### config.mk
export PLATFORM = sky130hd
export DESIGN_NAME = dfm_queue
export DESIGN_NICKNAME = d
export VERILOG_FILES = /design/src/rtl/core/dfm_pkg.sv /design/src/rtl/core/dfm_queue.sv
export SDC_FILE = /design/constraint.sdc
export NUM_CORES = 1
export LEC_CHECK = 0
export BUFFER_PORTS_ARGS = -buffer_cell sky130_fd_sc_hd__buf_2
export CORE_ASPECT_RATIO = 1.5
export CORE_MARGIN = 2
export CORE_UTILIZATION = 47
export DETAILED_ROUTE_END_ITERATION = 12
export GPL_TIMING_DRIVEN = 0
export PLACE_DENSITY = 0.76
export SLEW_MARGIN = 40
export SYNTH_ARGS = -nofsm -noshare
export SYNTH_HDL_FRONTEND = slang
export SYNTH_SLANG_ARGS = --single-unit
### constraint.sdc
create_clock -name clk -period 4.1 [get_ports clk]
set_input_delay 0.205 -clock clk [delete_from_list [all_inputs] [get_ports clk]]
set_output_delay 0.205 -clock clk [all_outputs]
set_load 0.005 [all_outputs]
### src/rtl/core/dfm_pkg.sv
`default_nettype none
package dfm_pkg;

    // operand classes decided by the front
    localparam logic [1:0] CLS_NAN   = 2'd0;
    localparam logic [1:0] CLS_EQUAL = 2'd1;
    localparam logic [1:0] CLS_SMALL = 2'd2;
    localparam logic [1:0] CLS_GEN   = 2'd3;

    localparam logic [7:0]  BIAS        = 8'd101;
    localparam logic [7:0]  BE_MAX      = 8'd191;
    localparam logic [23:0] COEFF_MAX   = 24'd9999999;
    localparam logic [31:0] NAN_BITS    = 32'h7C00_0000;
    localparam logic [31:0] RECIP_TEN   = 32'hCCCC_CCCD;
    localparam int          RECIP_SHIFT = 35;

    typedef struct packed {
        logic        special;
        logic        sign;
        logic [7:0]  be;
        logic [23:0] coeff;
    } dfm_dec_t;

    typedef struct packed {
        logic [1:0]  cls;
        logic        sign;
        logic [7:0]  xe;
        logic [7:0]  ye;
        logic [23:0] xc;
        logic [23:0] yc;
    } dfm_item_t;

    // split a bid word into sign, biased exponent and coefficient
    function automatic dfm_dec_t dfm_unpack(input logic [31:0] w);
        dfm_dec_t v;
        v.special = 1'b0;
        v.sign    = w[31];
        if (w[30:29] == 2'b11)
        begin
            v.be    = w[28:21];
            v.coeff = {3'b100, w[20:0]};
            if (w[30:27] == 4'b1111)
            begin
                v.special = 1'b1;
                v.be      = '0;
                v.coeff   = '0;
            end
            else if (v.coeff > COEFF_MAX)
            begin
                v.coeff = '0;
            end
        end
        else
        begin
            v.be    = w[30:23];
            v.coeff = {1'b0, w[22:0]};
        end
        return v;
    endfunction

    function automatic logic [31:0] dfm_pack(input logic sign, input logic [7:0] be,
                                             input logic [23:0] coeff);
        logic [31:0] w;
        if (coeff[23] == 1'b0)
            w = {sign, be, coeff[22:0]};
        else
            w = {sign, 2'b11, be, coeff[20:0]};
        return w;
    endfunction

    // number of decimal digits of a coefficient, one to seven
    function automatic logic [2:0] dfm_digits(input logic [23:0] c);
        logic [2:0] n;
        n = 3'd1;
        if (c >= 24'd10)      n = 3'd2;
        if (c >= 24'd100)     n = 3'd3;
        if (c >= 24'd1000)    n = 3'd4;
        if (c >= 24'd10000)   n = 3'd5;
        if (c >= 24'd100000)  n = 3'd6;
        if (c >= 24'd1000000) n = 3'd7;
        return n;
    endfunction

    function automatic logic [19:0] dfm_pow10(input logic [2:0] k);
        logic [19:0] p;
        case (k)
            3'd0:    p = 20'd1;
            3'd1:    p = 20'd10;
            3'd2:    p = 20'd100;
            3'd3:    p = 20'd1000;
            3'd4:    p = 20'd10000;
            3'd5:    p = 20'd100000;
            3'd6:    p = 20'd1000000;
            default: p = 20'd1;
        endcase
        return p;
    endfunction

endpackage
`default_nettype wire

### src/rtl/core/dfm_queue.sv
`default_nettype none
module dfm_queue (
    input  wire                    clk,
    input  wire                    rst_n,
    input  wire                    in_valid,
    output logic                   in_ready,
    input  dfm_pkg::dfm_item_t     in_item,
    output logic                   out_valid,
    input  wire                    out_ready,
    output dfm_pkg::dfm_item_t     out_item
);
    import dfm_pkg::*;

    dfm_item_t  mem_reg [2];
    logic       wp_reg, rp_reg;
    logic [1:0] cnt_reg;
    logic       push, pop;

    assign in_ready  = (cnt_reg != 2'd2);
    assign out_valid = (cnt_reg != 2'd0);
    assign out_item  = mem_reg[rp_reg];
    assign push = in_valid && in_ready;
    assign pop  = out_valid && out_ready;

    // pointers and fill count
    always_ff @(posedge clk or negedge rst_n)
    begin
        if (!rst_n)
        begin
            wp_reg  <= 1'b0;
            rp_reg  <= 1'b0;
            cnt_reg <= 2'd0;
        end
        else
        begin
            if (push) wp_reg <= ~wp_reg;
            if (pop)  rp_reg <= ~rp_reg;
            cnt_reg <= cnt_reg + {1'b0, push} - {1'b0, pop};
        end
    end

    always_ff @(posedge clk)
    begin
        if (push)
            mem_reg[wp_reg] <= in_item;
    end

endmodule
`default_nettype wire

Word-level counts from Yosys, hierarchy flattened. Memories as Yosys holds them, arrays and structs flattened. Index checks and enable logic that the tools add are counted.

Register bits: 4. Bits in writable memories: 134. Input bits: 71. Memories kept: 1.

Memories: mem_reg (depth 2, width 67, read ports 1, clocked after memory_dff 0, wr ports 1, line dfm_queue.sv:14) `dfm_item_t mem_reg [2];`.

Add/subtract/negate cells: 2. Equality and inequality tests: 1. Multiplexer cells: 2. Bitwise operators: 2. Reductions and logical operators: 3.

Operators with widths (number): 2-bit by 1-bit adder with 2-bit output (1); 1-bit logical AND (2); 1-bit two-way mux (2); 2-bit != test (second input constant) (1); 1-bit inverter (2); 2-bit nonzero test (1); 2-bit by 1-bit subtractor with 2-bit output (1).

Longest topological paths before layout.
Depth after elaboration: 4. Depth in mapped cells: 7. Mapped depth without buffers: 7.

Worst setup path after synthesis. Ideal clock, no wire load.

Kind: reg-to-reg. Start: reg cnt_reg[1]. End: mem mem_reg[0][0] in the netlist's numbering (enable). Setup time: 492 ps. Data arrival time: 3414 ps. Path slack: 194 ps. Stages on the path, launching flop included: 4. Path buffers: 0. Period minus slack after synthesis: 3906 ps. Path through: dfrtp_1 -> nand2b_1 -> nand2_1 -> nor2_1.

Cells in the longest elaborated chain, start to end: 4.

Ends and longest elaborated chain: start: declaration (line dfm_queue.sv:16) `logic [1:0] cnt_reg;`; start signal: assignment (line dfm_queue.sv:38) `cnt_reg <= cnt_reg + {1'b0, push} - {1'b0, pop};`; 2-bit != test (line dfm_queue.sv:19) `assign in_ready = (cnt_reg != 2'd2);`; via in_ready (line dfm_queue.sv:6) `output logic in_ready,`; 1-bit logical AND (line dfm_queue.sv:22) `assign push = in_valid && in_ready;`; 1-bit two-way mux (line dfm_queue.sv:44) `if (push)`; 1-bit two-way mux (not written as such) (line dfm_queue.sv:45) `mem_reg[wp_reg] <= in_item;`; end: declaration (line dfm_queue.sv:14).

The timed path passes the listed nets, and every way through them passes these cells.

==> flow_summary.yaml <==
outcome:
  outcome: "complete, no violations"
cells_and_area:
  fin_util_pct: 69.8
  flip_flop_count_of_the_largest_register_after_layout: 134
  area.growth.synth_to_final_pct: 44.2
  final_design_area_no_fill_mm2: 0.00739
  finalNonFillerCells: 614
  net_count_reported_at_finish: 530
  inserted_diodes: 0
  post_route_cells_drive_above_1_share_pct: 52.3
timing:
  grt_setup_unrepaired: "no"
  post-route-period-util_pct: 44.8
  timing_hold_violations_final: 0
  maxClockFrequency_mhz: 545
  worst_slew_pin_slew_ns: 0.548
  slew_headroom_pct: 63.4
  final_critical_path_time_including_i_o_delays_and_setup_ns: 1.84
  slew_viol_final: 0
  final.setup_skew_ns: 0.00713
  setup_viol_count_final: 0
routing:
  drtPass1Iterations: 4
  drt.antenna.violating_nets: 0
  vias_per_instance: 4.76
  dr_total_vias: 2922
  route.final.wire_length_um: 9940
  drc_errors: 0
  dr.first_iter.drc_count: 108
  routedWlPerCell_um: 16.2
synth:
  yosys.area_share.xor_xnor_pct: 0.684
  netlist_instances: 226
  yosys.area_share.simple_pct: 0.635
  arithmetic_cell_share_of_the_synthesized_area_counting_full_adders_half_adders_and_majority_gates_pct: 0.489
  post_synth_instance_area_mm2: 0.00512
  syn_nets: 299
  yosys_warnings: 0
  synth_top_family_by_area: "multiplexers"
  synthMuxAreaShare_pct: 16.2
  yosysSeqAreaShare_pct: 80.5
  synth_seq_cells: 138
  synth_compound_area_share_pct: 0
  avgSynthCellArea_um2: 22.7
  synth_cell_types: 17
critical_path:
  critical_path_peak_fanout: 10
  crit_path_frequent_cell: "sky130_fd_sc_hd__buf_6"
  cp_data_arrival_time_ns: 1.63
  worstPathRequired_ns: 3.89
  critPathSlowestCell: "sky130_fd_sc_hd__dfrtp_1"
  criticalPathCategory: "flop to output pin"
  worst_setup_end_kind: "output pin"
  cp_cell_sequence: "buf_6 -> buf_6 -> buf_8 -> mux2_4 -> buf_2"
  cp-start-kind: "flop"
  timing.critical_path.buf_inv: 4
  kind_of_cell_with_the_highest_combined_delay_on_the_critical_path: "buffers and inverters"
  slowest_delay_ns: 0.37
grt:
  grt_pass1_wl_um: 15600
  grt_start_max_net_pins: 26
  first_global_vias: 3265
  grt-ovfl-total: 0
  groute.usage.overall_pct: 18.1
  antenna_found_initial: 0
clock_network:
  tritoncts_num_sinks: 138
  numCtsBuffers: 17
  clock_pin_slew_reported_for_the_worst_setup_and_hold_paths_after_clock_tree_synthesis_ns: 0.05
  cts_tree: "yes"
  clock_tree_root: "sky130_fd_sc_hd__clkbuf_16"
  h-tree-depth: 4
  ctsResizeCount: 0
  clk_latency_ns: 0.41
  cts_buffer_depth: 2
power:
  power_switching_mw: 1.26
  totalPowerFinal_mw: 4.94
  vdd_ir_drop_max_mv: 0.411
  sw_frac_of_total_pct: 25.5
  clock_power_share_pct: 29.7
  combinationalPowerShare_pct: 29.6
  powerDensity_mw_per_mm2: 669
  sequential_power_share_pct: 40.7
  total_leakage_power_nw: 2.89
  cellInternalPower_mw: 3.69
die:
  pin_count: 140
  die-area_mm2: 0.0118
  rows: 46
  initial_utilization_pct: 48.4
  core_region_area_mm2: 0.0106
  fp.dieH_um: 132
  chipWidth_um: 89.2
placement:
  port_buffers: 139
  numPlacedInstances: 514
  gp_routability_congestion: 0.701
  detailed_place.area_mm2: 0.00614
  post-dp-hpwl_um: 6390
run:
  max-cap-violations: 0
min_path:
  hold_class: "input port to async pin"
[layer usage]
metal	vias up	part of all wire, %	GRT usage [%]
met5	-	0	0
met2	85	58	33.5
met1	1452	35	17.6
met3	20	4.1	5.07
li1	1365	-	-
met4	0	2.6	8.54
[kinds of logic after synthesis]
| group | count (synthesis) |
|---|---|
| XOR/XNOR | 4 |
| adder cells (fa/ha/maj) | 2 |
| buffers and inverters | 9 |
| flip-flops | 138 |
| multiplexers | 67 |
| AND/OR/NAND/NOR | 6 |
[power by group through the flow]
stage,registers (mW),clock network [mW],logic (mW)
2_1_floorplan,2.04,0,0.835
3_3_place_gp,2.06,0,1.30
3_5_place_dp,2.04,0,1.44
4_1_cts,2.01,1.50,1.49
5_1_grt,2.04,1.56,1.59
6_report,2.01,1.47,1.46
[layout by cell type (no fill, tap or decap), types with 2 or more instances in the layout]
master	n
sky130_fd_sc_hd__edfxtp_1	134
sky130_fd_sc_hd__buf_16	4
sky130_fd_sc_hd__bufinv_16	3
sky130_fd_sc_hd__xnor2_1	3
sky130_fd_sc_hd__dlygate4sd3_1	68
sky130_fd_sc_hd__clkbuf_1	7
sky130_fd_sc_hd__clkbuf_16	17
sky130_fd_sc_hd__mux2_2	47
sky130_fd_sc_hd__dfrtp_1	4
sky130_fd_sc_hd__buf_6	2
sky130_fd_sc_hd__ha_1	2
sky130_fd_sc_hd__buf_8	3
sky130_fd_sc_hd__clkinv_2	2
sky130_fd_sc_hd__mux2_4	20
sky130_fd_sc_hd__buf_2	143
[area by class of cell]
type | instances | area [µm²]
flip-flops and latches | 138 | 4120
fillers | 730 | 3200
repair buffers | 212 | 1500
multi-input cells | 79 | 935
clock buffers | 24 | 452
well taps | 144 | 180
clock inverters | 8 | 120
plain buffers | 8 | 72.6
inverters | 1 | 3.75
[metrics by stage]
step | setup TNS, ns | worst slack (ns) | hold WS, ns
final | 0 | 2.26 | 0.136
after global routing | 0 | 2.17 | 0.136
after CTS | 0 | 2.22 | 0.112
after detailed placement | 0 | 2.32 | 0.0134
after floorplan | 0 | 0.194 | -0.0906
after global placement | -82.98 | -1.24 | 0.0121
[cell usage after synthesis (all sizes together)]
cell type | instances | area share (%)
or2 | 1 | 0.12
inv | 1 | 0.073
edfxtp | 134 | 79
mux2 | 67 | 16
ha | 2 | 0.49
nand2b | 1 | 0.12
nor2 | 1 | 0.073
and2 | 1 | 0.12
and3 | 1 | 0.12
dfrtp | 4 | 2.0
xor2 | 1 | 0.17
nand2 | 1 | 0.073
xnor2 | 3 | 0.51
buf | 8 | 1.4
[repair_timing]
item | CTS | global route
setup buffers | 0 | 0
endpoints found under the hold margin | 138 | 0
hold buffers | 68 | 0
[final timing paths]
| kind | cells after the start | startpoint | slack [ns] | end |
|---|---|---|---|---|
| worst max register to register | 7 | cnt_reg[1] | 2.33 | cnt_reg[1] |
| min in group clk | 3 | out_ready | 0.15 | rp_reg |
| max in group asynchronous | 2 | rst_n | 3.84 | cnt_reg[1] |
| worst max-delay path | 5 | rp_reg | 2.26 | out_item[43] |
| worst min register to register | 1 | cnt_reg[0] | 0.52 | cnt_reg[0] |
| worst min-delay path | 2 | rst_n | 0.14 | cnt_reg[0] |
Power figures use the tool's default switching activity.
