### src/rtl/core/dfm_pkg.sv
`default_nettype none
package dfm_pkg;

    // operand classes decided by the front
    localparam logic [1:0] CLS_NAN   = 2'd0;
    localparam logic [1:0] CLS_EQUAL = 2'd1;
    localparam logic [1:0] CLS_SMALL = 2'd2;
    localparam logic [1:0] CLS_GEN   = 2'd3;

    localparam logic [7:0]  BIAS        = 8'd101;
    localparam logic [7:0]  BE_MAX      = 8'd191;
    localparam logic [23:0] COEFF_MAX   = 24'd9999999;
    localparam logic [31:0] NAN_BITS    = 32'h7C00_0000;
    localparam logic [31:0] RECIP_TEN   = 32'hCCCC_CCCD;
    localparam int          RECIP_SHIFT = 35;

    typedef struct packed {
        logic        special;
        logic        sign;
        logic [7:0]  be;
        logic [23:0] coeff;
    } dfm_dec_t;

    typedef struct packed {
        logic [1:0]  cls;
        logic        sign;
        logic [7:0]  xe;
        logic [7:0]  ye;
        logic [23:0] xc;
        logic [23:0] yc;
    } dfm_item_t;

    // split a bid word into sign, biased exponent and coefficient
    function automatic dfm_dec_t dfm_unpack(input logic [31:0] w);
        dfm_dec_t v;
        v.special = 1'b0;
        v.sign    = w[31];
        if (w[30:29] == 2'b11)
        begin
            v.be    = w[28:21];
            v.coeff = {3'b100, w[20:0]};
            if (w[30:27] == 4'b1111)
            begin
                v.special = 1'b1;
                v.be      = '0;
                v.coeff   = '0;
            end
            else if (v.coeff > COEFF_MAX)
            begin
                v.coeff = '0;
            end
        end
        else
        begin
            v.be    = w[30:23];
            v.coeff = {1'b0, w[22:0]};
        end
        return v;
    endfunction

    function automatic logic [31:0] dfm_pack(input logic sign, input logic [7:0] be,
                                             input logic [23:0] coeff);
        logic [31:0] w;
        if (coeff[23] == 1'b0)
            w = {sign, be, coeff[22:0]};
        else
            w = {sign, 2'b11, be, coeff[20:0]};
        return w;
    endfunction

    // number of decimal digits of a coefficient, one to seven
    function automatic logic [2:0] dfm_digits(input logic [23:0] c);
        logic [2:0] n;
        n = 3'd1;
        if (c >= 24'd10)      n = 3'd2;
        if (c >= 24'd100)     n = 3'd3;
        if (c >= 24'd1000)    n = 3'd4;
        if (c >= 24'd10000)   n = 3'd5;
        if (c >= 24'd100000)  n = 3'd6;
        if (c >= 24'd1000000) n = 3'd7;
        return n;
    endfunction

    function automatic logic [19:0] dfm_pow10(input logic [2:0] k);
        logic [19:0] p;
        case (k)
            3'd0:    p = 20'd1;
            3'd1:    p = 20'd10;
            3'd2:    p = 20'd100;
            3'd3:    p = 20'd1000;
            3'd4:    p = 20'd10000;
            3'd5:    p = 20'd100000;
            3'd6:    p = 20'd1000000;
            default: p = 20'd1;
        endcase
        return p;
    endfunction

endpackage
`default_nettype wire

### src/rtl/core/dfm_front.sv
`default_nettype none
module dfm_front (
    input  wire                    clk,
    input  wire                    rst_n,
    input  wire                    s_tvalid,
    output logic                   s_tready,
    input  wire  [63:0]            s_tdata,
    output logic                   q_valid,
    input  wire                    q_ready,
    output dfm_pkg::dfm_item_t     q_item
);
    import dfm_pkg::*;

    localparam logic [1:0] F_IDLE = 2'd0;
    localparam logic [1:0] F_CMP  = 2'd1;
    localparam logic [1:0] F_PUSH = 2'd2;

    logic [1:0]  state_reg, state_next;
    dfm_dec_t    x_reg, y_reg;
    logic        gt_reg, lt_reg;
    logic [43:0] ca_reg, cb_reg;

    dfm_dec_t    dx, dy;
    logic [8:0]  adj_x, adj_y;
    logic [7:0]  gap;
    logic [2:0]  gap_s;
    logic [23:0] mul_op;
    logic [43:0] prod;
    logic [1:0]  cls;

    assign dx = dfm_unpack(s_tdata[31:0]);
    assign dy = dfm_unpack(s_tdata[63:32]);
    assign s_tready = (state_reg == F_IDLE);

    // adjusted exponents and the scaled coefficients for an equal-adjusted compare
    always_comb
    begin
        adj_x = {1'b0, x_reg.be} + {6'd0, dfm_digits(x_reg.coeff)};
        adj_y = {1'b0, y_reg.be} + {6'd0, dfm_digits(y_reg.coeff)};
        gap   = (x_reg.be >= y_reg.be) ? (x_reg.be - y_reg.be) : (y_reg.be - x_reg.be);
        gap_s = (gap > 8'd6) ? 3'd0 : gap[2:0];
        mul_op = (x_reg.be > y_reg.be) ? x_reg.coeff : y_reg.coeff;
        prod  = mul_op * dfm_pow10(gap_s);
    end

    // classification
    always_comb
    begin
        if (x_reg.special || y_reg.special || y_reg.coeff == '0)
            cls = CLS_NAN;
        else if (x_reg.coeff == '0)
            cls = CLS_SMALL;
        else if (gt_reg)
            cls = CLS_GEN;
        else if (lt_reg)
            cls = CLS_SMALL;
        else if (ca_reg == cb_reg)
            cls = CLS_EQUAL;
        else if (ca_reg > cb_reg)
            cls = CLS_GEN;
        else
            cls = CLS_SMALL;
    end

    always_comb
    begin
        q_valid     = (state_reg == F_PUSH);
        q_item.cls  = cls;
        q_item.sign = x_reg.sign;
        q_item.xe   = x_reg.be;
        q_item.ye   = y_reg.be;
        q_item.xc   = x_reg.coeff;
        q_item.yc   = y_reg.coeff;
    end

    always_comb
    begin
        state_next = state_reg;
        case (state_reg)
            F_IDLE:  if (s_tvalid) state_next = F_CMP;
            F_CMP:   state_next = F_PUSH;
            F_PUSH:  if (q_ready) state_next = F_IDLE;
            default: state_next = F_IDLE;
        endcase
    end

    always_ff @(posedge clk or negedge rst_n)
    begin
        if (!rst_n)
            state_reg <= F_IDLE;
        else
            state_reg <= state_next;
    end

    // operand and compare registers
    always_ff @(posedge clk)
    begin
        if (state_reg == F_IDLE && s_tvalid)
        begin
            x_reg <= dx;
            y_reg <= dy;
        end
        if (state_reg == F_CMP)
        begin
            gt_reg <= (adj_x > adj_y);
            lt_reg <= (adj_x < adj_y);
            if (x_reg.be > y_reg.be)
            begin
                ca_reg <= prod;
                cb_reg <= {20'd0, y_reg.coeff};
            end
            else
            begin
                ca_reg <= {20'd0, x_reg.coeff};
                cb_reg <= prod;
            end
        end
    end

endmodule
`default_nettype wire

### config.mk
export PLATFORM = sky130hd
export DESIGN_NAME = dfm_front
export DESIGN_NICKNAME = d
export VERILOG_FILES = /design/src/rtl/core/dfm_pkg.sv /design/src/rtl/core/dfm_front.sv
export SDC_FILE = /design/constraint.sdc
export NUM_CORES = 1
export LEC_CHECK = 0
export BUFFER_PORTS_ARGS = -buffer_cell sky130_fd_sc_hd__buf_2
export CORE_MARGIN = 4
export CORE_UTILIZATION = 65
export CTS_BUF_LIST = sky130_fd_sc_hd__clkbuf_16
export DETAILED_ROUTE_END_ITERATION = 7
export HOLD_SLACK_MARGIN = 0.08
export PLACE_DENSITY = 0.93
export SETUP_SLACK_MARGIN = 0.02
export SLEW_MARGIN = 15
export SYNTH_ARGS = -nofsm -noshare
export SYNTH_HDL_FRONTEND = slang
export SYNTH_SLANG_ARGS = --single-unit
### constraint.sdc
create_clock -name clk -period 14.7 [get_ports clk]
set_input_delay 2.94 -clock clk [delete_from_list [all_inputs] [get_ports clk]]
set_output_delay 2.94 -clock clk [all_outputs]
set_load 0.05 [all_outputs]
# After elaboration in Yosys (flattened, before gate mapping)
# Index checks and enable logic that the tools add are counted.
# classes
n_addsub	4
n_mul	1
n_lt_le_gt_ge	20
n_eq_ne	15
n_mux	37
bitwise	2
reduce_logical	9
# ops
cell	count
2-to-1 mux 24 bit	7
case mux 20 bit (6 select lines)	1
2-to-1 mux 32 bit	2
>= comparator 24 x 10 -> 1 bit (second input constant)	2
>= comparator 24 x 14 -> 1 bit (second input constant)	2
>= comparator 24 x 17 -> 1 bit (second input constant)	2
>= comparator 24 x 20 -> 1 bit (second input constant)	2
>= comparator 24 x 4 -> 1 bit (second input constant)	2
>= comparator 24 x 7 -> 1 bit (second input constant)	2
> comparator 24 bit (second input constant)	2
logical NOT 24 bit	2
== test 44 bit	1
> comparator 44 bit	1
multiplier 24 x 20 -> 44 bit	1
2-to-1 mux 3 bit	11
2-to-1 mux 8 bit	3
adder 8 x 3 -> 9 bit	2
2-to-1 mux 2 bit	9
subtractor 8 bit	2
== test 3 bit (second input constant)	3
> comparator 9 bit	1
less-than comparator 9 bit	1
== test 4 bit (second input constant)	2
>= comparator 8 bit	1
16 further kinds	24
# totals
regBits	159
in_bits	68
out_inout_bits	69
word_cells	104

# Logic depth before layout (Yosys ltp)
# logic_depth
word_depth	9
depth_mapped	38
ltp_nobuf	35

# Worst setup path before layout
# Ideal clock, no wire load.
# synth_path
kind	reg2reg
from	reg x_reg (netlist bit q_item[56])
to	reg ca_reg[43], data pin
setup_ns	0.265
arrival_time_ns	8.741
t_required_ns	14.435
slack_ns	5.694
path_stages_with_launch	33
path_buffers	2
cell_sequence	edfxtp_1 inv_1 ha_1 inv_1 fa_1 a21o_1 a211oi_2 o221ai_2 a311oi_1 nand4_1 a21boi_0 nand3_1 clkbuf_1 nor2_1 fa_1 fa_1 fa_1 fa_1 fa_1 fa_1 inv_1 fa_1 inv_1 ha_1 clkbuf_1 nand4_1 or2_2 o22a_1 a31oi_1 o21ai_0 a211o_1 a21oi_1 mux2i_1
# synth_between
elab_chain_cells	7
word_cells_on_any_way	16
cone_classes	add/sub: 2; mul: 1; order compare: 3; eq/ne: 6; mux: 4
# synth_lines
element	line	text
start: declaration	dfm_front.sv:19	dfm_dec_t x_reg, y_reg;
start signal: assignment	dfm_front.sv:100	x_reg <= dx;
subtractor 8 bit or >= comparator 8 bit (tied branches)	dfm_front.sv:40	gap = (x_reg.be >= y_reg.be) ? (x_reg.be - y_reg.be) : (y_reg.be - x_reg.be);
2-to-1 mux 8 bit	dfm_front.sv:40	
> comparator 8 x 3 -> 1 bit	dfm_front.sv:41	gap_s = (gap > 8'd6) ? 3'd0 : gap[2:0];
2-to-1 mux 3 bit	dfm_front.sv:41	
== test 3 bit, or another cell as far along	dfm_pkg.sv:86	case (k)
case mux 20 bit (6 select lines)	dfm_pkg.sv:86	
multiplier 24 x 20 -> 44 bit	dfm_front.sv:43	prod = mul_op * dfm_pow10(gap_s);
end signal: assignment	dfm_front.sv:109	ca_reg <= prod;
end signal: assignment	dfm_front.sv:114	ca_reg <= {20'd0, x_reg.coeff};
end: declaration	dfm_front.sv:21	logic [43:0] ca_reg, cb_reg;
# Several ways; a longest one is shown, not always the timed one.
# A chain may end at the register's enable or synchronous reset.

# Worst setup path after layout
# layout_path
from	reg x_reg (netlist bit q_item[56])
to	reg cb_reg[36], data pin
# layout_between
elab_chain_cells	7
word_cells_on_any_way	16
cone_classes	add/sub: 2; mul: 1; order compare: 3; eq/ne: 6; mux: 4
# layout_lines
element	line	text
subtractor 8 bit or >= comparator 8 bit (tied branches)	dfm_front.sv:40	
2-to-1 mux 8 bit	dfm_front.sv:40	
> comparator 8 x 3 -> 1 bit	dfm_front.sv:41	
2-to-1 mux 3 bit	dfm_front.sv:41	
== test 3 bit, or another cell as far along	dfm_pkg.sv:86	
case mux 20 bit (6 select lines)	dfm_pkg.sv:86	
multiplier 24 x 20 -> 44 bit	dfm_front.sv:43	
end signal: assignment	dfm_front.sv:110	cb_reg <= {20'd0, y_reg.coeff};
end signal: assignment	dfm_front.sv:115	cb_reg <= prod;
end: declaration	dfm_front.sv:21	
# Several ways; a longest one is shown, not always the timed one.

==> impl_metrics.py <==
metrics = {
    "sta": {
        "timing.final.crit_share": 0.782,
        "rsz0062_at_grt": "false",
        "tightest_slew_ps": 1220,
        "fmax_mhz": 87.0,
        "final.setup.tns_ps": 0,
        "slew_viol_final": 0,
        "setup_viol": 0,
        "period_needed_ps": 11500,
        "relSlewSlack": 0.162,
        "clock_skew_ps": 21.4,
        "hold_viol": 0,
    },
    "floorplanning": {
        "die_width_um": 201,
        "io_pins": 137,
        "placement_rows": 70,
        "fp.dieH_um": 201,
        "dieArea_um2": 40500,
        "coreArea_um2": 36700,
        "start_util": 0.661,
    },
    "power_and_ir_drop": {
        "power_frac_clock": 0.144,
        "p_leak_nw": 13.4,
        "switching_power_mw": 1.67,
        "pwr-share-comb": 0.602,
        "swShare": 0.523,
        "ir_drop_mv": 0.131,
        "power_mw": 3.19,
        "p_int_mw": 1.52,
        "powerDensity_nw_per_um2": 125,
        "sequentialPowerShare": 0.253,
    },
    "final_layout": {
        "largest_reg_flops": 65,
        "final_core_util": 0.696,
        "final_cell_mix": "516 x inv_1, 396 x nand2_1, 348 x fa_1",
        "drive_gt1_frac": 0.0846,
        "antenna_cells": 0,
        "final_nets": 3360,
        "layout_commonest_cell": "inv_1",
        "syn2layout_area_growth_pct": 5.27,
    },
    "setup_path": {
        "reg2regPathDepth": 34,
        "cpMaxStageDelayCell": "mux2i_1",
        "cp.arrival_ps": 11670,
        "setup.worst_path.end_class": "register",
        "reg2reg_from": "q_item[56]",
        "slowest_delay_ps": 990,
        "r2r_end": "cb_reg[36]",
        "start_kind": "register",
        "cp_max_fo": 61,
        "required_ps": 14880,
        "critical_path_class": "reg2reg",
        "regToRegSetupSlack_ps": 3200,
    },
    "yosys": {
        "ys_seq_area_frac": 0.196,
        "ys_types": 72,
        "synth_flop_cell": "edfxtp_1",
        "syn_nets": 3326,
        "syn_avg_cell_area_um2": 9.12,
        "synth_edf_count": 157,
        "ys_ff_latch": 159,
        "ys_async_sr_fraction": 0.0126,
        "ys_warn_count": 0,
        "syn-cell-area_um2": 24300,
        "syn_inst": 2661,
    },
    "clock_network": {
        "clockBufferDepth": 2,
        "cts_resized": 0,
        "cts_tree": "yes",
        "cts_sinks": 159,
        "clk_pin_slew_ps": 70,
        "postCtsSetupRepairBufs": 0,
        "ctsHtreeMaxLevel": 4,
        "hold_buffers": 0,
        "worstSkewPairLatency_ps": 480,
        "cts-root-buf": "clkbuf_16",
        "numCtsBuffers": 17,
    },
    "detailed_routing": {
        "vias": 19600,
        "ant_nets": 0,
        "avgViaCountPerCell": 6.17,
        "dr.first_iter.drc_count": 2006,
        "drc": 0,
        "post_drt_wl_per_cell_um": 22.3,
        "first_pass_iters": 6,
        "wirelength_um": 70700,
    },
    "place": {
        "place_hpwl_um": 54600,
        "numPortBuffers": 135,
        "gp_congestion": 1.01,
    },
    "global_routing": {
        "overflow": 0,
        "grt_pass1_wl_um": 113000,
        "grt_max_degree": 93,
        "grt_pass1_vias": 20600,
        "grt_usage": 0.357,
        "antenna_found_initial": 2,
    },
    "worst_hold_path": {
        "hold_path_end": "ca_reg[0]",
        "min_from": "q_item[24]",
        "min_path_type": "reg2reg",
        "hold_depth": 1,
    },
    "run": {
        "maxCapViolCount": 0,
    },
    "outcome": {
        "outcome": "complete, no violations",
    },
}
cells in the mapped netlist (7+ instances only):
library cell    n  area, µm²
and3_1          9       56.3
a31oi_1        22        138
o211ai_1        9       67.6
mux2i_1        29        290
inv_1         514       1930
nor2b_1        56        350
a21oi_1        77        385
fa_1          348       6970
a21boi_0        9       67.6
a22o_1         12        105
ha_1          249       3120
nor3_1         20        100
mux2_2         13        146
xor2_1         19        166
a211oi_1       10       75.1
buf_4          66        495
nand2b_1       17        106
xnor2_1        34        298
nor2_1        234        878
o21ai_0        44        220
o21bai_1       10       75.1
edfxtp_1      157       4710
nor4_1         10       62.6
a21o_1         45        338
buf_2          16       80.1
nand3_1        22        110
and2_1         13       81.3
nand4_1        23        144
clkbuf_1       62        233
or3_1           7       43.8
nand2_1       396       1490
o21a_1         25        188
layer usage:
| metal | GRT usage | vias to the layer above | routed length (µm) |
|---|---|---|---|
| li1 | - | 8496 | - |
| met1 | 0.450 | 9516 | 25200 |
| met2 | 0.557 | 1247 | 31600 |
| met3 | 0.102 | 347 | 8610 |
| met4 | 0.205 | 4 | 5300 |
| met5 | 0 | - | 24 |
logic make-up (layout without fill, tap and decap cells):
logic type	Yosys count	after routing	synth area share
xor gates and xnor gates	53	53	0.0191
and+or+nand+nor	829	829	0.148
muxes	42	42	0.0180
DFF	159	159	0.196
buffers and inverters	662	709	0.113
AOI/OAI and AO/OA	319	319	0.0894
adders and majority gates	597	597	0.415
worst max path at each step:
stage,start,to,slack (ps),cells past startpoint
after CTS,q_item[56],cb_reg[36],3530,34
after global placement,q_item[56],cb_reg[43],3720,30
after global routing,q_item[56],cb_reg[36],2890,34
after detailed placement,q_item[56],cb_reg[36],3580,34
final,q_item[56],cb_reg[36],3200,34
after floorplan,q_item[56],ca_reg[43],5690,32
worst max-delay path, delay by kind of cell (launching register included):
family                     cells  cell delay, ps
buffers and inverters         10            1600
AOI/OAI and AO/OA              8            2770
and+or+nand+nor                4             610
DFF                            1             500
xor gates and xnor gates       1             160
muxes                          1             990
adders and majority gates     10            4480
metrics by stage:
step                setup WS (ps)  cell area [µm²]  hold WS [ps]  instances
finish                       3200            25500           640       3176
global route                 2890            25500           677       3176
floorplan                    5690            24300           572       2661
CTS                          3530            25500           640       3176
detailed placement           3580            25000           631       3144
global placement             3720            25000           591       3144
final cells by class:
class | count | area [µm²]
fillers | 2690 | 11100
well taps | 468 | 586
repair buffers | 163 | 890
clock inverters | 15 | 153
flip-flops and latches | 159 | 4760
multi-input cells | 1840 | 16800
inverters | 514 | 1930
clock buffers | 17 | 425
power by group through the flow:
| stage | clock network [mW] | registers, mW | logic (mW) |
|---|---|---|---|
| 5_1_grt | 0.478 | 0.815 | 2.08 |
| 3_5_place_dp | 0 | 0.811 | 1.85 |
| 6_report | 0.461 | 0.809 | 1.92 |
| 4_1_cts | 0.458 | 0.802 | 1.87 |
| 3_3_place_gp | 0 | 0.806 | 1.79 |
| 2_1_floorplan | 0 | 0.760 | 1.36 |
No activity file was read; power rests on OpenSTA's default activity.
