[src/rtl/core/dfm_pkg.sv]
`default_nettype none
package dfm_pkg;

    // operand classes decided by the front
    localparam logic [1:0] CLS_NAN   = 2'd0;
    localparam logic [1:0] CLS_EQUAL = 2'd1;
    localparam logic [1:0] CLS_SMALL = 2'd2;
    localparam logic [1:0] CLS_GEN   = 2'd3;

    localparam logic [7:0]  BIAS        = 8'd101;
    localparam logic [7:0]  BE_MAX      = 8'd191;
    localparam logic [23:0] COEFF_MAX   = 24'd9999999;
    localparam logic [31:0] NAN_BITS    = 32'h7C00_0000;
    localparam logic [31:0] RECIP_TEN   = 32'hCCCC_CCCD;
    localparam int          RECIP_SHIFT = 35;

    typedef struct packed {
        logic        special;
        logic        sign;
        logic [7:0]  be;
        logic [23:0] coeff;
    } dfm_dec_t;

    typedef struct packed {
        logic [1:0]  cls;
        logic        sign;
        logic [7:0]  xe;
        logic [7:0]  ye;
        logic [23:0] xc;
        logic [23:0] yc;
    } dfm_item_t;

    // split a bid word into sign, biased exponent and coefficient
    function automatic dfm_dec_t dfm_unpack(input logic [31:0] w);
        dfm_dec_t v;
        v.special = 1'b0;
        v.sign    = w[31];
        if (w[30:29] == 2'b11)
        begin
            v.be    = w[28:21];
            v.coeff = {3'b100, w[20:0]};
            if (w[30:27] == 4'b1111)
            begin
                v.special = 1'b1;
                v.be      = '0;
                v.coeff   = '0;
            end
            else if (v.coeff > COEFF_MAX)
            begin
                v.coeff = '0;
            end
        end
        else
        begin
            v.be    = w[30:23];
            v.coeff = {1'b0, w[22:0]};
        end
        return v;
    endfunction

    function automatic logic [31:0] dfm_pack(input logic sign, input logic [7:0] be,
                                             input logic [23:0] coeff);
        logic [31:0] w;
        if (coeff[23] == 1'b0)
            w = {sign, be, coeff[22:0]};
        else
            w = {sign, 2'b11, be, coeff[20:0]};
        return w;
    endfunction

    // number of decimal digits of a coefficient, one to seven
    function automatic logic [2:0] dfm_digits(input logic [23:0] c);
        logic [2:0] n;
        n = 3'd1;
        if (c >= 24'd10)      n = 3'd2;
        if (c >= 24'd100)     n = 3'd3;
        if (c >= 24'd1000)    n = 3'd4;
        if (c >= 24'd10000)   n = 3'd5;
        if (c >= 24'd100000)  n = 3'd6;
        if (c >= 24'd1000000) n = 3'd7;
        return n;
    endfunction

    function automatic logic [19:0] dfm_pow10(input logic [2:0] k);
        logic [19:0] p;
        case (k)
            3'd0:    p = 20'd1;
            3'd1:    p = 20'd10;
            3'd2:    p = 20'd100;
            3'd3:    p = 20'd1000;
            3'd4:    p = 20'd10000;
            3'd5:    p = 20'd100000;
            3'd6:    p = 20'd1000000;
            default: p = 20'd1;
        endcase
        return p;
    endfunction

endpackage
`default_nettype wire

[src/rtl/core/dfm_back.sv]
`default_nettype none
module dfm_back (
    input  wire                    clk,
    input  wire                    rst_n,
    input  wire                    q_valid,
    output logic                   q_ready,
    input  dfm_pkg::dfm_item_t     q_item,
    output logic                   m_tvalid,
    input  wire                    m_tready,
    output logic [31:0]            m_tdata,
    output logic                   m_tuser
);
    import dfm_pkg::*;

    localparam logic [2:0] B_IDLE  = 3'd0;
    localparam logic [2:0] B_SCALE = 3'd1;
    localparam logic [2:0] B_MULT  = 3'd2;
    localparam logic [2:0] B_DIV   = 3'd3;
    localparam logic [2:0] B_DIGIT = 3'd4;
    localparam logic [2:0] B_STRA  = 3'd5;
    localparam logic [2:0] B_STRB  = 3'd6;
    localparam logic [2:0] B_HOLD  = 3'd7;

    logic [2:0]  state_reg;
    logic        sign_reg;
    logic [23:0] xc_reg, m_reg, r_reg, q_reg;
    logic [7:0]  k_reg, re_reg;
    logic [2:0]  d_reg;
    logic [4:0]  cnt_reg;
    logic [27:0] mul_reg [1:9];
    logic [31:0] res_reg;
    logic        err_reg;
    logic        out_valid_reg;
    logic [31:0] out_data_reg;
    logic        out_err_reg;

    logic [24:0] rr;
    logic [27:0] r10, r10_sub;
    logic [55:0] qprod;
    logic [25:0] q10;
    logic        out_free;

    assign m_tvalid = out_valid_reg;
    assign m_tdata  = out_data_reg;
    assign m_tuser  = out_err_reg;
    assign out_free = !out_valid_reg || m_tready;
    assign q_ready  = (state_reg == B_IDLE);

    // datapath for one division bit, one remainder digit and one strip check
    always_comb
    begin
        rr = {r_reg, xc_reg[cnt_reg]};
        r10 = {r_reg, 3'b000} + {3'b000, r_reg, 1'b0};
        r10_sub = r10;
        for (int j = 1; j <= 9; j++)
        begin
            if (r10 >= mul_reg[j])
                r10_sub = r10 - mul_reg[j];
        end
        qprod = r_reg * RECIP_TEN;
        q10   = {q_reg[22:0], 3'b000} + {1'b0, q_reg, 1'b0};
    end

    always_ff @(posedge clk or negedge rst_n)
    begin
        if (!rst_n)
        begin
            state_reg     <= B_IDLE;
            out_valid_reg <= 1'b0;
        end
        else
        begin
            case (state_reg)
                B_IDLE:
                begin
                    if (q_valid)
                    begin
                        if (q_item.cls == CLS_GEN) state_reg <= B_SCALE;
                        else                       state_reg <= B_HOLD;
                    end
                end
                B_SCALE: if (d_reg == 3'd0) state_reg <= B_MULT;
                B_MULT:  state_reg <= B_DIV;
                B_DIV:   if (cnt_reg == 5'd0) state_reg <= B_DIGIT;
                B_DIGIT: if (k_reg == 8'd0) state_reg <= B_STRA;
                B_STRA:  if (r_reg == '0) state_reg <= B_HOLD;
                         else state_reg <= B_STRB;
                B_STRB:
                begin
                    if (q10 == {2'b00, r_reg} && re_reg < BE_MAX) state_reg <= B_STRA;
                    else                                         state_reg <= B_HOLD;
                end
                B_HOLD:  if (out_free) state_reg <= B_IDLE;
                default: state_reg <= B_IDLE;
            endcase
            if (state_reg == B_HOLD && out_free)
                out_valid_reg <= 1'b1;
            else if (m_tready)
                out_valid_reg <= 1'b0;
        end
    end

    // working registers of the remainder sequencer
    always_ff @(posedge clk)
    begin
        case (state_reg)
            B_IDLE:
            begin
                sign_reg <= q_item.sign;
                xc_reg   <= q_item.xc;
                m_reg    <= q_item.yc;
                r_reg    <= '0;
                cnt_reg  <= 5'd23;
                err_reg  <= 1'b0;
                if (q_item.ye > q_item.xe)
                begin
                    d_reg  <= 3'(q_item.ye - q_item.xe);
                    k_reg  <= '0;
                    re_reg <= q_item.xe;
                end
                else
                begin
                    d_reg  <= '0;
                    k_reg  <= q_item.xe - q_item.ye;
                    re_reg <= q_item.ye;
                end
                case (q_item.cls)
                    CLS_NAN:
                    begin
                        res_reg <= NAN_BITS;
                        err_reg <= 1'b1;
                    end
                    CLS_EQUAL: res_reg <= dfm_pack(q_item.sign, BIAS, '0);
                    default:   res_reg <= dfm_pack(q_item.sign, q_item.xe, q_item.xc);
                endcase
            end
            B_SCALE:
            begin
                if (d_reg != 3'd0)
                begin
                    m_reg <= 24'({m_reg, 3'b000} + {2'b00, m_reg, 1'b0});
                    d_reg <= d_reg - 3'd1;
                end
            end
            B_MULT:
            begin
                for (int j = 1; j <= 9; j++)
                    mul_reg[j] <= 28'(m_reg) * 28'(j);
            end
            B_DIV:
            begin
                if (rr >= {1'b0, m_reg}) r_reg <= 24'(rr - {1'b0, m_reg});
                else                     r_reg <= rr[23:0];
                cnt_reg <= cnt_reg - 5'd1;
            end
            B_DIGIT:
            begin
                if (k_reg != 8'd0)
                begin
                    r_reg <= r10_sub[23:0];
                    k_reg <= k_reg - 8'd1;
                end
            end
            B_STRA:
            begin
                q_reg <= qprod[RECIP_SHIFT +: 24];
                if (r_reg == '0)
                    res_reg <= dfm_pack(sign_reg, BIAS, '0);
            end
            B_STRB:
            begin
                if (q10 == {2'b00, r_reg} && re_reg < BE_MAX)
                begin
                    r_reg  <= q_reg;
                    re_reg <= re_reg + 8'd1;
                end
                else
                begin
                    res_reg <= dfm_pack(sign_reg, re_reg, r_reg);
                end
            end
            default:
            begin
            end
        endcase
    end

    // output register
    always_ff @(posedge clk)
    begin
        if (state_reg == B_HOLD && out_free)
        begin
            out_data_reg <= res_reg;
            out_err_reg  <= err_reg;
        end
    end

endmodule
`default_nettype wire

[config.mk]
export PLATFORM = sky130hd
export DESIGN_NAME = dfm_back
export DESIGN_NICKNAME = d
export VERILOG_FILES = /design/src/rtl/core/dfm_pkg.sv /design/src/rtl/core/dfm_back.sv
export SDC_FILE = /design/constraint.sdc
export NUM_CORES = 2
export LEC_CHECK = 0
export BUFFER_PORTS_ARGS = -buffer_cell sky130_fd_sc_hd__buf_2
export CAP_MARGIN = 20
export CELL_PAD_IN_SITES_DETAIL_PLACEMENT = 1
export CELL_PAD_IN_SITES_GLOBAL_PLACEMENT = 1
export CORE_ASPECT_RATIO = 1.4
export CORE_MARGIN = 10
export CORE_UTILIZATION = 55
export CTS_CLUSTER_SIZE = 25
export DETAILED_ROUTE_END_ITERATION = 16
export PLACE_DENSITY = 0.95
export SYNTH_ARGS = -nofsm -noshare
export SYNTH_HDL_FRONTEND = slang
export SYNTH_SLANG_ARGS = --single-unit
[constraint.sdc]
create_clock -name clk -period 18.5 [get_ports clk]
set_clock_uncertainty 0.05 [all_clocks]
set_input_delay 1.85 -clock clk [delete_from_list [all_inputs] [get_ports clk]]
set_output_delay 1.85 -clock clk [all_outputs]
set_load 0.05 [all_outputs]
# Word level (Yosys, flattened, before mapping)
# Memories as Yosys holds them, arrays and structs flattened.
# Index checks and enable logic that the tools add are counted.
[word_totals] ff_bits=188 ramBits=252 mem_count=1 input_bits=71
[op_classes] reduce_logical=25 mul=6 mux=47 n_eq_ne=20 order_cmp=13 n_addsub=18
[memory_table] memory="mul_reg" words=9 width=28 rd=9 rd_clocked_by_memory_dff=0 write_ports=9 line="dfm_back.sv:30" source="logic [27:0] mul_reg [1:9];"
[ops] op="two-way mux 24 bit" n=12
[ops] op="greater-or-equal comparator 28 bit" n=9
[ops] op="subtractor 24 bit" n=10
[ops] op="case mux 24 bit (4 select lines)" n=1
[ops] op="case mux 32 bit (3 select lines)" n=1
[ops] op="two-way mux 32 bit" n=2
[ops] op="case mux 32 bit (2 select lines)" n=1
[ops] op="two-way mux 31 bit" n=2
[ops] op="multiplier 24 x 32 -> 56 bit (second input constant)" n=1
[ops] op="multiplier 24 x 3 -> 27 bit (second input constant)" n=2
[ops] op="multiplier 24 x 2 -> 26 bit (second input constant)" n=2
[ops] op="case mux 24 bit (2 select lines)" n=1
[ops] op="two-way mux 8 bit" n=4
[ops] op="case mux 8 bit (2 select lines)" n=2
[ops] op="adder 27 x 25 -> 28 bit" n=1
[ops] op="multiplier 24 x 4 -> 28 bit (second input constant)" n=1
[ops] op="== test 26 x 24 -> 1 bit (first input constant)" n=1
[ops] op="greater-or-equal comparator 25 x 24 -> 1 bit" n=1
[ops] op="adder 24 bit" n=1
[ops] op="zero test 24 bit" n=1
[ops] op="two-way mux 3 bit" n=8
[ops] op="case mux 3 bit (8 select lines)" n=1
[ops] op="two-way mux 21 bit" n=1
[ops] op="inequality test 2 bit (second input constant)" n=10
[ops] op="33 further kinds" n=53

# Logic depth before layout (Yosys ltp)
[depth] word_depth=13 ltp_mapped=28 depth_no_buf=27

# Worst setup path after synthesis
# No wires, ideal clock.
[synth_path] path_type="reg2reg" from="register state_reg[0]" to="register mul_reg[0][142] (netlist name)" setup_ns=0.785 path_buffers=1 path_stages_with_launch=3 required_ns=17.665 slack_ns=8.019 arrival_ns=9.646 cell_sequence="dfrtp_1 clkbuf_1 nor3b_1"
[synth_lines] element="start: declaration" line="dfm_back.sv:24" source="logic [2:0] state_reg;"
[synth_lines] element="start signal: assignment" line="dfm_back.sv:68" source="state_reg <= B_IDLE;"
[synth_lines] element="start signal: assignment" line="dfm_back.sv:78" source="if (q_item.cls == CLS_GEN) state_reg <= B_SCALE;"
[synth_lines] element="start signal: assignment" line="dfm_back.sv:79" source="else state_reg <= B_HOLD;"

# Worst setup path in the final report
[layout_path] from="register r_reg[23]" to="register q_reg[13] (data pin)"
[layout_between] elab_chain_len=1
[layout_lines] element="start: declaration" line="dfm_back.sv:26" source="logic [23:0] xc_reg, m_reg, r_reg, q_reg;"
[layout_lines] element="start signal: assignment" line="dfm_back.sv:152" source="if (rr >= {1'b0, m_reg}) r_reg <= 24'(rr - {1'b0, m_reg});"
[layout_lines] element="start signal: assignment" line="dfm_back.sv:153" source="else r_reg <= rr[23:0];"
[layout_lines] element="start signal: assignment" line="dfm_back.sv:160" source="r_reg <= r10_sub[23:0];"
[layout_lines] element="multiplier 24 x 32 -> 56 bit" line="dfm_back.sv:60" source="qprod = r_reg * RECIP_TEN;"
[layout_lines] element="named net qprod[48]" line="dfm_back.sv:39" source="logic [55:0] qprod;"
[layout_lines] element="end signal: assignment" line="dfm_back.sv:166" source="q_reg <= qprod[RECIP_SHIFT +: 24];"
[layout_lines] element="end: declaration" line="dfm_back.sv:26"
# The timed path passes the listed nets, and every way through them passes these cells.
# A chain may end at the register's enable or synchronous reset.

==> flow_summary.yaml <==
outcome:
  run_status: "completed"
timing:
  relSlewSlack_pct: 15.6
  fin_tns_setup_ps: 0
  period_needed_ps: 9480
  fmax_mhz: 105
  worstMarginPinSlew_ps: 1260
  rsz0062_at_grt: "no"
  hold_viol_final: 0
  post-route-period-util_pct: 51.2
  setup_viol: 0
  slew_violations: 0
  setup_ws_ps: 9020
logic_synthesis:
  syn-num-nets: 5282
  synth_area_per_cell_um2: 9.27
  yosysTopAreaCellShare_pct: 23.0
  synthArstFlopShare_pct: 1.28
  ys.flop_type: "edfxtp_1"
  yosys.cell_types.count: 95
  synth_cells: 4348
  synth_top_cells_by_area: "edfxtp_1 23%, ha_1 20%, fa_1 12%"
  yosysTopAreaCell: "edfxtp_1"
  yosysSeqAreaShare_pct: 23.2
  syn_area_mm2: 0.0403
  ys_warn_count: 0
  synth_edf_count: 308
  ys_ff_latch: 312
placed_design:
  gp_congestion: 1.11
  io_buffers: 105
  post_dp_cell_area_mm2: 0.0423
  dp_worst_setup_slack_ps: 9600
  dp_hpwl_um: 134000
layout:
  largest_reg_flops: 124
  mostFrequentLayoutCells: "629 x ha_1, 537 x inv_1, 320 x a21oi_1"
  final_cell_area_mm2: 0.0436
  fillers: 8308
  final_layout_size_suffix_gt1_share_pct: 6.95
  area_delta_synth_final_pct: 8.28
  fin_nets: 5423
  layout.cells.most_common: "ha_1"
job:
  cap_violations: 0
power:
  power_mw: 1.63
  power_density_mw_per_mm2: 37.3
  p_leak_nw: 20.1
  ir_drop_v: 0.000141
detailed_routing:
  drt-total-wl_um: 198000
  drc: 0
  wl_per_cell_um: 36.0
  detail-route-antenna-nets: 0
  drt_iter0_drc: 4507
  vias: 40200
  dr.pass1.iters: 9
  vias_per_cell: 7.32
global_routing:
  overflow: 0
  grt_usage_pct: 45.8
  grt_pass1_vias: 43300
  grt_max_degree: 75
  antenna_found_initial: 38
  grt_pass1_wl_um: 288000
clock_network:
  root_buffer: "clkbuf_16"
  cts_buffer_depth: 3
  postCtsSetupRepairBufs: 0
  clock_latency_ps: 660
  htreeDepth: 2
  clkTransAtPathRegs_ps: 110
  cts_hold_buffers: 0
  cts_buffers: 37
  cts_sinks: 312
  tritoncts: "built"
  cts-resized-gates: 0
min_path:
  hold_class: "reg -> reg"
floorplan:
  die_area_mm2: 0.0846
  start_util_pct: 55.5
  die_y_um: 340
  placementRows: 117
  die_w_um: 249
  pin_count: 106
  core_area_mm2: 0.0726
critical_path:
  worstSetupStartpointType: "flop"
  cp_max_fo: 17
  worst_setup_path_end_kind: "flop"
  slowest_stage: "fa_1"
  crit_type: "reg -> reg"
  crit_path_max_incr_delay_ps: 1150
  arrival_ps: 9800
  crit_path_frequent_cell: "fa_1"
  cp_data_required_time_ps: 18830
[cells by family (layout without fill, tap and decap cells)]
kind of cell	count (synthesis)	in the layout	synth area share [%]
fa+ha+maj	863	863	31.2
flops	312	312	23.2
other cells	0	30	0
compound gates	1219	1219	19.6
mux	42	42	1.26
xor+xnor	340	340	7.41
buf+inv	617	785	5.83
simple gates	955	955	11.5
[cell usage after synthesis (21+ instances only)]
cell type,count
a211oi_1,42
a21o_1,160
a21oi_1,321
a31o_2,21
a31oi_1,26
and3_1,32
clkbuf_1,62
edfxtp_1,308
fa_1,234
ha_1,629
inv_1,537
mux2i_1,34
nand2_1,267
nand2b_1,46
nand3_1,91
nand4_1,37
nor2_1,213
nor2b_1,47
nor3_1,95
nor4_1,21
o211ai_1,34
o21a_1,68
o21ai_0,275
o21bai_1,36
o31ai_1,31
or3_1,34
xnor2_1,226
xor2_1,113
[worst paths after layout]
kind | startpoint | endpoint | slack [ps] | cells after the start
min in group asynchronous | rst_n | state_reg[0]$_DFFE_PN0P_ | 980 | 1
max reg2reg | r_reg[23]$_DFFE_PP_ | q_reg[13]$_DFFE_PP_ | 9020 | 25
max in group asynchronous | rst_n | m_tvalid$_DFFE_PN0P_ | 17270 | 1
max | r_reg[23]$_DFFE_PP_ | q_reg[13]$_DFFE_PP_ | 9020 | 25
min reg2reg | res_reg[23]$_DFFE_PP_ | m_tdata[23]$_DFFE_PP_ | 370 | 0
min | res_reg[23]$_DFFE_PP_ | m_tdata[23]$_DFFE_PP_ | 370 | 0
[per-stage QoR]
step | hold slack [ps] | cells | utilization [%]
after floorplan | 350 | 4348 | -
after global placement | 351 | 5394 | 58.2
after detailed placement | 356 | 5394 | 58.2
after CTS | 380 | 5460 | 59.9
after global routing | 380 | 5478 | 60.0
final | 367 | 5498 | 60.1
[where the power goes]
part | internal (mW) | switching, mW
clock | 0.415 | 0.391
sequential | 0.768 | 0.00000000000000000552
combinational | 0.0173 | 0.0338
[routing by layer]
metal / GRT usage, % / wire (um) / up-vias
li1: - / - / 16000
met1: 42.6 / 59200 / 19300
met2: 71.5 / 88400 / 3277
met3: 20.9 / 24000 / 1638
met4: 47.9 / 25800 / 30
met5: 3.37 / 384 / -
[cell type report]
class	instances	area (um^2)	share of cell area, %
multi-input combinational	3419	28700	65.7
sequential	312	9350	21.4
inverter	537	2020	4.62
tap	952	1190	2.73
timing repair buffer	182	1110	2.54
clock buffer	39	933	2.14
clock inverter	27	269	0.617
antenna	30	75.1	0.172
[critical path, delay by kind of cell, from the launching register on]
kind	cells	cell delay (ps)
adder cells (fa/ha/maj)	8	4330
AO/OA/AOI/OAI	9	2480
flip-flops	1	990
buffers and inverters	5	750
AND/OR/NAND/NOR	2	480
XOR/XNOR	1	110
Power figures use the tool's default switching activity.
